### src/rtl/core/assert_macros.svh
// assertion macros shared by the core rtl
`ifndef ASSERT_MACROS_SVH
`define ASSERT_MACROS_SVH

// property checked on every rising clock edge outside reset
`define ASSERT_CLK(lbl, prop, msg) \
	lbl: assert property (@(posedge clk) disable iff (!arst_n) prop) else $error(msg);

// expression that must never hold
`define ASSERT_NEVER(lbl, expr, msg) \
	`ASSERT_CLK(lbl, !(expr), msg)

`endif

### src/rtl/core/mpdt_isqrt.sv
// iterative integer square root, two radicand bits per cycle
module mpdt_isqrt #(
	parameter int W = 36
) (
	input  logic           clk,
	input  logic           arst_n,
	input  logic           start,
	input  logic [W-1:0]   radicand,
	output logic           done,
	output logic [W/2-1:0] root
);
	localparam logic [W-1:0] TOP_BIT = W'(1) << (W - 2);

	logic [W-1:0] v_q;
	logic [W-1:0] r_q;
	logic [W-1:0] bit_q;
	logic         run_q;
	logic         done_q;
	logic [W-1:0] trial;

	assign trial = r_q + bit_q;

	always_ff @(posedge clk or negedge arst_n) begin
		if (!arst_n) begin
			v_q    <= '0;
			r_q    <= '0;
			bit_q  <= '0;
			run_q  <= 1'b0;
			done_q <= 1'b0;
		end else begin
			done_q <= 1'b0;
			if (start) begin
				v_q   <= radicand;
				r_q   <= '0;
				bit_q <= TOP_BIT;
				run_q <= 1'b1;
			end else if (run_q) begin
				if (v_q >= trial) begin
					v_q <= v_q - trial;
					r_q <= (r_q >> 1) + bit_q;
				end else begin
					r_q <= r_q >> 1;
				end
				bit_q <= bit_q >> 2;
				if (bit_q[0]) begin
					run_q  <= 1'b0;
					done_q <= 1'b1;
				end
			end
		end
	end

	assign done = done_q;
	assign root = r_q[W/2-1:0];

endmodule

### config.mk
export PLATFORM = sky130hd
export DESIGN_NAME = mpdt_isqrt
export DESIGN_NICKNAME = d
export VERILOG_FILES = /design/src/rtl/core/assert_macros.svh /design/src/rtl/core/mpdt_isqrt.sv
export SDC_FILE = /design/constraint.sdc
export NUM_CORES = 1
export LEC_CHECK = 0
export BUFFER_PORTS_ARGS = -buffer_cell sky130_fd_sc_hd__clkbuf_2
export CAP_MARGIN = 20
export CORE_MARGIN = 3
export CORE_UTILIZATION = 54
export CTS_CLUSTER_DIAMETER = 150
export DETAILED_ROUTE_END_ITERATION = 8
export PLACE_DENSITY = 0.84
export SLEW_MARGIN = 20
export SYNTH_ARGS = -nofsm -noshare
export SYNTH_HDL_FRONTEND = slang
export SYNTH_SLANG_ARGS = --single-unit
### constraint.sdc
create_clock -name clk -period 9.4 [get_ports clk]
set_clock_uncertainty 0.05 [all_clocks]
set_input_delay 1.88 -clock clk [delete_from_list [all_inputs] [get_ports clk]]
set_output_delay 1.88 -clock clk [all_outputs]
set_load 0.01 [all_outputs]
==> reports/metrics.cfg, run 1 <==
[clocking]
cts_root_buf=clkbuf_16
post_cts_resized=0
tritoncts=yes
clockBufferDepth=2
clk_pin_slew_worst_paths_ns=0.07
cts_buffers=9
insertion_delay_ns=0.36
htree_num_levels=3
cts_setup_buffers=0
holdBufCountCts=0
clkSinkCount=92

[timing]
worst_pin_slew_ns=0.9582
setup_tns_ns=0
period_needed_ns=6.128
setup_ws_ns=3.272
fmax_mhz=163.2
slew_headroom_pct=36.05
hold_viol_final=0
drv_slew=0
period_share_pct=65.19
hold_slack_ns=0.4754
setup_viol=0
rsz0062_at_grt=no

[routing]
ant_nets=0
vias_per_cell=6.244
first_pass_iters=5
drc=0
vias=7905
wirelength_um=21780
first_iter_violations=784
post_drt_wl_per_cell_um=17.20

[synth]
synth_edf_count=0
syn-num-nets=1165
synth_top_family_by_area=compound AO/OA/AOI/OAI gates
muxShareOfSynthArea_pct=3.948
yosys_most_used_dff=dfrtp_1
synthSimpleGateAreaFrac_pct=18.08
ys_ff_latch=92
netlist_area_um2=8652
synth-xor-area-share_pct=7.693
syn_inst=1051
async_flop_share_pct=100.0
synth_cell_types=83
synth.avg_cell_area_um2=8.232
ys_warn_count=0
synthAdderAreaFrac_pct=10.93
synth_compound_area_share_pct=27.04
yosysSeqAreaShare_pct=26.61

[place]
dp_hpwl_um=15920
gp_congestion=1.004
place_ws_ns=3.324
numPortBuffers=57
place_inst=1250
place_area_um2=8832

[outcome]
outcome=finished clean

[setup_path]
cp.depth=20
worstPathArrival_ns=6.37
critical_path_buf_inv_count=0
crit_chain=ha_1 > ha_1 > a21o_1 > a31o_2 > a31oi_4 > o21ai_1 > a2111o_1 > and3b_1 > o311a_1 > o21ai_1 > xor2_1 > ha_1 > nand4_1 > nor2_1 > nand2_1 > and3_1 > a22oi_1 > nand3_2 > or4_1 > nand4_1
startpoint=r_q[0]
slowest_stage=nand3_2
ff2ff_setup_slack_ns=3.27
max_stage_delay_ns=0.82
crit_top_cell=ha_1
r2r-end=v_q[28]
path_delay_family=simple AND/OR/NAND/NOR gates
cp_max_fo=48
cp-start-kind=register
cp.required_ns=9.64
reg2regPathDepth=20
crit_path_end_kind=register
reg2reg_from=r_q[0]
critPathKind=register to register

[floorplanning]
start_util_pct=56.08
io_pins=58
num_rows=45
die_area_um2=17580
core_um2=15430
die-height_um=132.6
die_x_um=132.6

[cells_and_area]
diodes=0
post_route_cells_drive_above_1_share_pct=10.62
final_nets=1164
fin_area_um2=9158
final_cells=1266
most-common-layout-cells=nor2_1 (117), nand2_1 (96), dfrtp_1 (91)
area_delta_synth_final_pct=5.842
layout_commonest_cell=nor2_1

[pwr]
sw_frac_of_total_pct=48.90
seqPwrFrac_pct=20.4
switchingPower_uw=1481
ir_drop_mv=0.2670
p_leak_uw=0.004153
power_density_nw_per_um2=330.7
p_int_uw=1548
clock_power_share_pct=13.5
combPwrFrac_pct=66.2

[min_path]
worstHoldEndpoint=run_q
hp-class=register to register
hold_start=bit_q[0]
min_path_cells=1

[global_route]
antenna_found_initial=0
grt_usage_pct=24.47
grt_overflow=0
grt_max_degree=67
grt_pass1_wl_um=35860
first_global_vias=7335

[run]
drv_cap=0

-- through the flow --
step	power, uW	util, %
final	3029	59.36
after global routing	3267	59.36
after CTS	3008	59.36
after detailed placement	2589	57.25
after global placement	2556	57.25
after floorplan	2282	-
-- worst max path at each step --
stage	end
after global placement	v_q[30]
after global routing	v_q[28]
after detailed placement	v_q[30]
after CTS	v_q[28]
after floorplan	r_q[4]
final	v_q[28]
-- synth_stat cells (all sizes together) (17+ instances only) --
library cell  count  area (um2)
xor2             38       332.8
ha               74       925.9
nand2            97       371.6
nor2            118       450.4
xnor2            38       332.8
a31oi            31       209.0
buf              41       282.8
inv              24       90.08
nand4            17       106.4
clkbuf           31       120.1
nand3            26       130.1
a21o             30       232.7
a211oi           17       127.6
o21ai            82       417.9
nor3             17       90.09
dfrtp            92        2302
mux2i            33       330.3
a21oi            80       400.4
-- per-layer routing --
layer | GRT usage, % | share of wire [%]
met2 | 39.62 | 46
met3 | 2.548 | 5.0
met5 | 0 | 0
met1 | 34.16 | 46
met4 | 8.603 | 2.3
-- layout make-up --
| cell class | instances | area (um2) |
|---|---|---|
| Clock buffer | 11 | 242.7 |
| Timing Repair Buffer | 60 | 312.8 |
| Fill cell | 1377 | 6270 |
| Inverter | 24 | 90.09 |
| Sequential cell | 92 | 2303 |
| Clock inverter | 5 | 82.58 |
| Multi-Input combinational cell | 863 | 5862 |
| Tap cell | 211 | 264.0 |
-- flip-flops by register name (all words and copies together), names as in the netlist --
register	count
v_q	36
bit_q	18
r_q	36
run_q	1
done	1
-- worst reg2reg max path: stages, from the launching register on --
cell,delay [ns]
dfrtp_1,0.41
ha_1,0.24
ha_1,0.21
a21o_1,0.20
a31o_2,0.27
a31oi_4,0.21
o21ai_1,0.10
a2111o_1,0.43
and3b_1,0.24
o311a_1,0.30
o21ai_1,0.15
xor2_1,0.11
ha_1,0.37
nand4_1,0.16
nor2_1,0.20
nand2_1,0.10
and3_1,0.19
a22oi_1,0.41
nand3_2,0.82
or4_1,0.78
nand4_1,0.10
-- cell families (layout without fill, tap and decap cells) --
kind of cell	after synthesis	after routing
AO/OA/AOI/OAI	343	343
AND/OR/NAND/NOR	335	335
buffers and inverters	96	100
flip-flops	92	92
XOR/XNOR	76	76
adder cells (fa/ha/maj)	75	75
multiplexers	34	34
-- power groups by stage --
stage / clock network (uW) / logic (uW) / registers, uW
after floorplan: 0 / 1710 / 571
after global placement: 0 / 1940 / 615
after detailed placement: 0 / 1970 / 614
after CTS: 411 / 1990 / 613
after global routing: 426 / 2210 / 630
final: 407 / 2000 / 618
(Power assumes the default switching activity.)
==> inputs of run 2 (changes only) <==
PLACE_DENSITY = 0.87   (was 0.84)
clock period = 5.05 ns   (was 9.4 ns; I/O delays follow)
==> reports/metrics.cfg, run 2 (synthesis results as in run 1) <==
[outcome]
outcome=complete, but fails checks
violations=negative setup slack

[pwr]
p_int_uw=4057
p_leak_uw=0.004720
seqPwrFrac_pct=15.1
clock_power_share_pct=8.9
power_density_nw_per_um2=738.4
combPwrFrac_pct=76.0
sw_frac_of_total_pct=46.57
ir_drop_mv=0.3626
switchingPower_uw=3536

[floorplanning]
start_util_pct=56.08
die_x_um=132.6
io_pins=58
num_rows=45
die-height_um=132.6
die_area_um2=17580
core_um2=15430

[min_path]
hold_start=bit_q[34]
worstHoldEndpoint=bit_q[34]
min_path_cells=1
hp-class=register to register

[place]
dp_hpwl_um=17440
gp_congestion=1.025
place_ws_ns=-0.1991
place_area_um2=9293
numPortBuffers=57

[cells_and_area]
fin_area_um2=10280
multi_input_area_um2=6121
post_route_cells_drive_above_1_share_pct=21.65
area_delta_synth_final_pct=18.86
top_regs=r_q: 36 flops, v_q: 36 flops, bit_q: 18 flops
ff_latch_area_um2=2303
fillers=1134
layout_commonest_cell=nor2_1
diodes=0
most-common-layout-cells=nor2_1 (109), nand2_1 (93), dfrtp_1 (91)
final_nets=1259

[setup_path]
slowest_stage=a2111o_1
max_stage_delay_ns=0.43
reg2reg_from=r_q[0]
ff2ff_setup_slack_ns=-0.10
cp.required_ns=5.21
cp-start-kind=register
crit_chain=ha_4 > ha_4 > a21o_1 > a31o_4 > a31oi_4 > o21ai_2 > a2111o_1 > and3b_2 > o311a_1 > o21ai_2 > xor2_1 > ha_1 > nand4_1 > nor2_2 > a221oi_2 > and3_4 > a22oi_2 > buf_6 > nand2_8 > buf_4 > nor2_4 > buf_8 > mux2i_1 > o21ai_0
worstPathArrival_ns=5.31
r2r-end=v_q[7]
reg2regPathDepth=24
critPathKind=register to register
cp_max_fo=6
crit_path_end_kind=register

[clocking]
clkSinkCount=92
clockBufferDepth=2
htree_num_levels=3
insertion_delay_ns=0.36
clk_pin_slew_worst_paths_ns=0.07
cts_root_buf=clkbuf_16
tritoncts=yes
cts_buffers=9
holdBufCountCts=0

[routing]
vias=8899
first_pass_iters=7
ant_nets=0
post_drt_wl_per_cell_um=19.95
first_iter_violations=1269
wirelength_um=27150
vias_per_cell=6.539
drc=0

[global_route]
grt_usage_pct=28.83
grt_pass1_wl_um=42010
grt_max_degree=70
first_global_vias=8491
antenna_found_initial=0
grt_overflow=0

[timing]
slew_headroom_pct=45.30
hold_viol_final=0
fmax_mhz=194.1
rsz0062_at_grt=yes
period_share_pct=102.0
setup_tns_ns=-1.654
worst_pin_slew_ns=0.8205
period_needed_ns=5.153
setup_viol=34
drv_slew=0
setup_ws_ns=-0.1026

[run]
drv_cap=0

run 2: changes by cell type in the layout (fill, tap and decap cells not counted), sizes merged:
| cell | before | now |
|---|---|---|
| clkbuf | 66 | 68 |
| bufinv | 2 | 0 |
| buf | 5 | 96 |
| inv | 26 | 27 |
| clkinvlp | 0 | 1 |
| bufbuf | 0 | 2 |
run 2: critical path: cells and delay by family, from the launching register on:
kind | cells | cell delay (ns)
AO/OA/AOI/OAI | 10 | 1.97
multiplexers | 1 | 0.22
adder cells (fa/ha/maj) | 3 | 0.66
AND/OR/NAND/NOR | 6 | 1.08
buffers and inverters | 3 | 0.51
flip-flops | 1 | 0.42
XOR/XNOR | 1 | 0.09
run 2: power groups by stage:
stage | Combinational [uW] | Clock, uW | Sequential, uW
detailed placement | 4180 | 0 | 1120
floorplan | 3180 | 0 | 1060
CTS | 4920 | 673 | 1120
finish | 5770 | 676 | 1150
global route | 6110 | 698 | 1160
global placement | 4070 | 0 | 1120
run 2: what timing repair did:
item,in CTS,in global routing
pin swaps,22,32
resized for setup,25,63
gates cloned,2,3
setup buffers,26,8
endpoints found under the setup margin,64,72
run 2: layout make-up:
class | instances | area share (%)
clock buffer | 11 | 2.263
clock inverter | 5 | 0.4380
inverter | 24 | 0.8760
multi-input combinational | 863 | 59.52
sequential | 92 | 22.40
tap | 211 | 2.567
timing repair buffer | 155 | 11.94
run 2: routing by layer:
layer,GRT usage [%],up-vias,share of wire [%]
met1,37.55,4182,40
met5,0,-,0
met2,46.71,537,47
met4,12.76,0,4.4
li1,-,4046,-
met3,5.589,134,9.1
run 2: worst max-delay path by stage:
stage	start	end	slack, ns	cells after the start
floorplan	bit_q[0]	r_q[4]	0.19	22
global placement	r_q[0]	r_q[4]	0.009	21
detailed placement	r_q[0]	r_q[11]	-0.20	21
CTS	bit_q[0]	v_q[29]	0.003	24
global route	r_q[2]	v_q[7]	-0.29	23
finish	r_q[0]	v_q[7]	-0.10	24
run 2: stage by stage:
stage               cells  util [%]  hold slack, ns  total power, uW
floorplan            1051         -          0.4392             4247
global placement     1307     60.24          0.4856             5190
detailed placement   1307     60.24          0.4881             5304
CTS                  1350     64.44          0.5044             6711
global route         1361     66.66          0.5441             7967
finish               1361     66.66          0.5115             7593
==> inputs of run 3 (changes only) <==
CORE_UTILIZATION = 35   (was 54)
PLACE_DENSITY = 0.65   (was 0.87)
SKIP_CTS_REPAIR_TIMING = 1   (was unset)
SLEW_MARGIN = 25   (was 20)
==> reports/metrics.cfg, run 3 (synthesis results as in run 1) <==
[setup_path]
r2r-end=r_q[10]
reg2reg_from=bit_q[0]
crit_path_end_kind=register
critPathKind=register to register
cp-start-kind=register
reg2regPathDepth=24
slowest_stage=a2111o_1
crit_chain=ha_2 > ha_4 > a21o_1 > a31o_4 > a31oi_4 > o21ai_2 > a2111o_1 > and3b_2 > o311a_1 > o21ai_2 > xor2_1 > ha_1 > nand4_1 > nor2_1 > a221oi_2 > and3_4 > buf_6 > o2111ai_4 > and2_4 > buf_6 > buf_6 > o21ai_2 > o21ai_1 > a221oi_1
cp.required_ns=5.26
worstPathArrival_ns=5.37
ff2ff_setup_slack_ns=-0.12
max_stage_delay_ns=0.44
path_delay_family=compound AO/OA/AOI/OAI gates
critical_path_buf_inv_count=3
cp_max_fo=5

[routing]
first_iter_violations=481
vias=8084
first_pass_iters=5
post_drt_wl_per_cell_um=16.72
vias_per_cell=5.526
wirelength_um=24460
ant_nets=0
drc=0

[timing]
setup_viol=27
period_share_pct=102.3
drv_slew=0
hold_viol_final=0
worst_pin_slew_ns=1.001
setup_tns_ns=-1.308
slew_headroom_pct=33.20
fmax_mhz=193.5
setup_ws_ns=-0.1175
period_needed_ns=5.167
rsz0062_at_grt=yes

[place]
gp_congestion=0.9121
place_inst=1424
dp_hpwl_um=18080
place_ws_ns=-0.08699
numPortBuffers=57

[outcome]
outcome=complete, but fails checks
violations=negative setup slack

[cells_and_area]
postLayoutCoreUtil_pct=43.06
layout_commonest_cell=nor2_1
final_cells=1463
most-common-layout-cells=nor2_1 (112), nand2_1 (91), dfrtp_1 (91)
ff_latch_area_um2=2303
final_nets=1253
area_delta_synth_final_pct=18.90
diodes=0
post_route_cells_drive_above_1_share_pct=20.98
top_regs=r_q: 36 flops, v_q: 36 flops, bit_q: 18 flops
multi_input_area_um2=6092
fillers=2359

[clocking]
tritoncts=yes
insertion_delay_ns=0.36
clockBufferDepth=2
clk_pin_slew_worst_paths_ns=0.07
clkSinkCount=92
htree_num_levels=3
cts_root_buf=clkbuf_16
cts_buffers=9

[floorplanning]
io_pins=58
start_util_pct=36.21
die_x_um=163.2
core_um2=23890
die_area_um2=26640
num_rows=56
die-height_um=163.2

[global_route]
grt_util_met3_pct=2.562
gr-usage-met1_pct=26.13
first_global_vias=7653
grt_max_degree=65
grt.busiest_layer=met2
grt_overflow=0
grt_usage_pct=18.06
use_met2_pct=28.02
grt_pass1_wl_um=39140
antenna_found_initial=0

[min_path]
hold_start=v_q[30]
worstHoldEndpoint=v_q[30]
min_path_cells=2
hp-class=register to register

[pwr]
power_density_nw_per_um2=673.0
p_leak_uw=0.004659
total_power_uw=6924
ir_drop_mv=0.4206

[run]
drv_cap=0

run 3: cell count changes in the layout (fill, tap and decap cells not counted), moves of 3 or more:
cell / before / now
buf_4: 79 / 76
nor2_4: 1 / 4
buf_6: 7 / 12
nor2_2: 8 / 2
nor2_1: 109 / 112
run 3: tightest hold or removal path, cell delays in order, from the launching register on:
cell     delay, ns
dfrtp_1       0.36
a31oi_1       0.09
nand3_1       0.07
run 3: worst max-delay path by stage:
| stage | from | to | slack [ns] | cells after the start |
|---|---|---|---|---|
| 2_1_floorplan | bit_q[0] | r_q[4] | 0.19 | 22 |
| 3_3_place_gp | r_q[0] | v_q[33] | -0.03 | 23 |
| 3_5_place_dp | r_q[0] | r_q[10] | -0.09 | 23 |
| 4_1_cts | r_q[0] | r_q[11] | -0.15 | 22 |
| 5_1_grt | r_q[0] | r_q[10] | -0.33 | 24 |
| 6_report | bit_q[0] | r_q[10] | -0.12 | 24 |
run 3: cell type report:
cell class                 count  share of cell area, %
multi-input combinational    863                  59.22
sequential                    92                  22.39
timing repair buffer         149                  10.65
tap                          319                  3.880
clock buffer                   9                  2.189
inverter                      24                 0.8757
clock inverter                 7                 0.7906
run 3: per-layer routing:
layer	wire length (um)	part of all wire (%)	up-vias
met5	0	0	-
met4	438	1.8	0
met3	1149	4.7	28
met2	11060	45	183
met1	11820	48	3829
li1	-	-	4044
run 3: per-stage QoR:
stage / hold WS (ns) / instance area, um2
floorplan: 0.4392 / 8652
global placement: 0.4704 / 9500
detailed placement: 0.4860 / 9500
CTS: 0.5050 / 9807
global route: 0.5241 / 10290
finish: 0.5003 / 10290
run 3: where the power goes:
group	leakage, uW	switching, uW	total (uW)	internal (uW)
Sequential	0.00120	189	1130	937
Clock	0.000153	329	722	393
Combinational	0.00331	2680	5080	2390
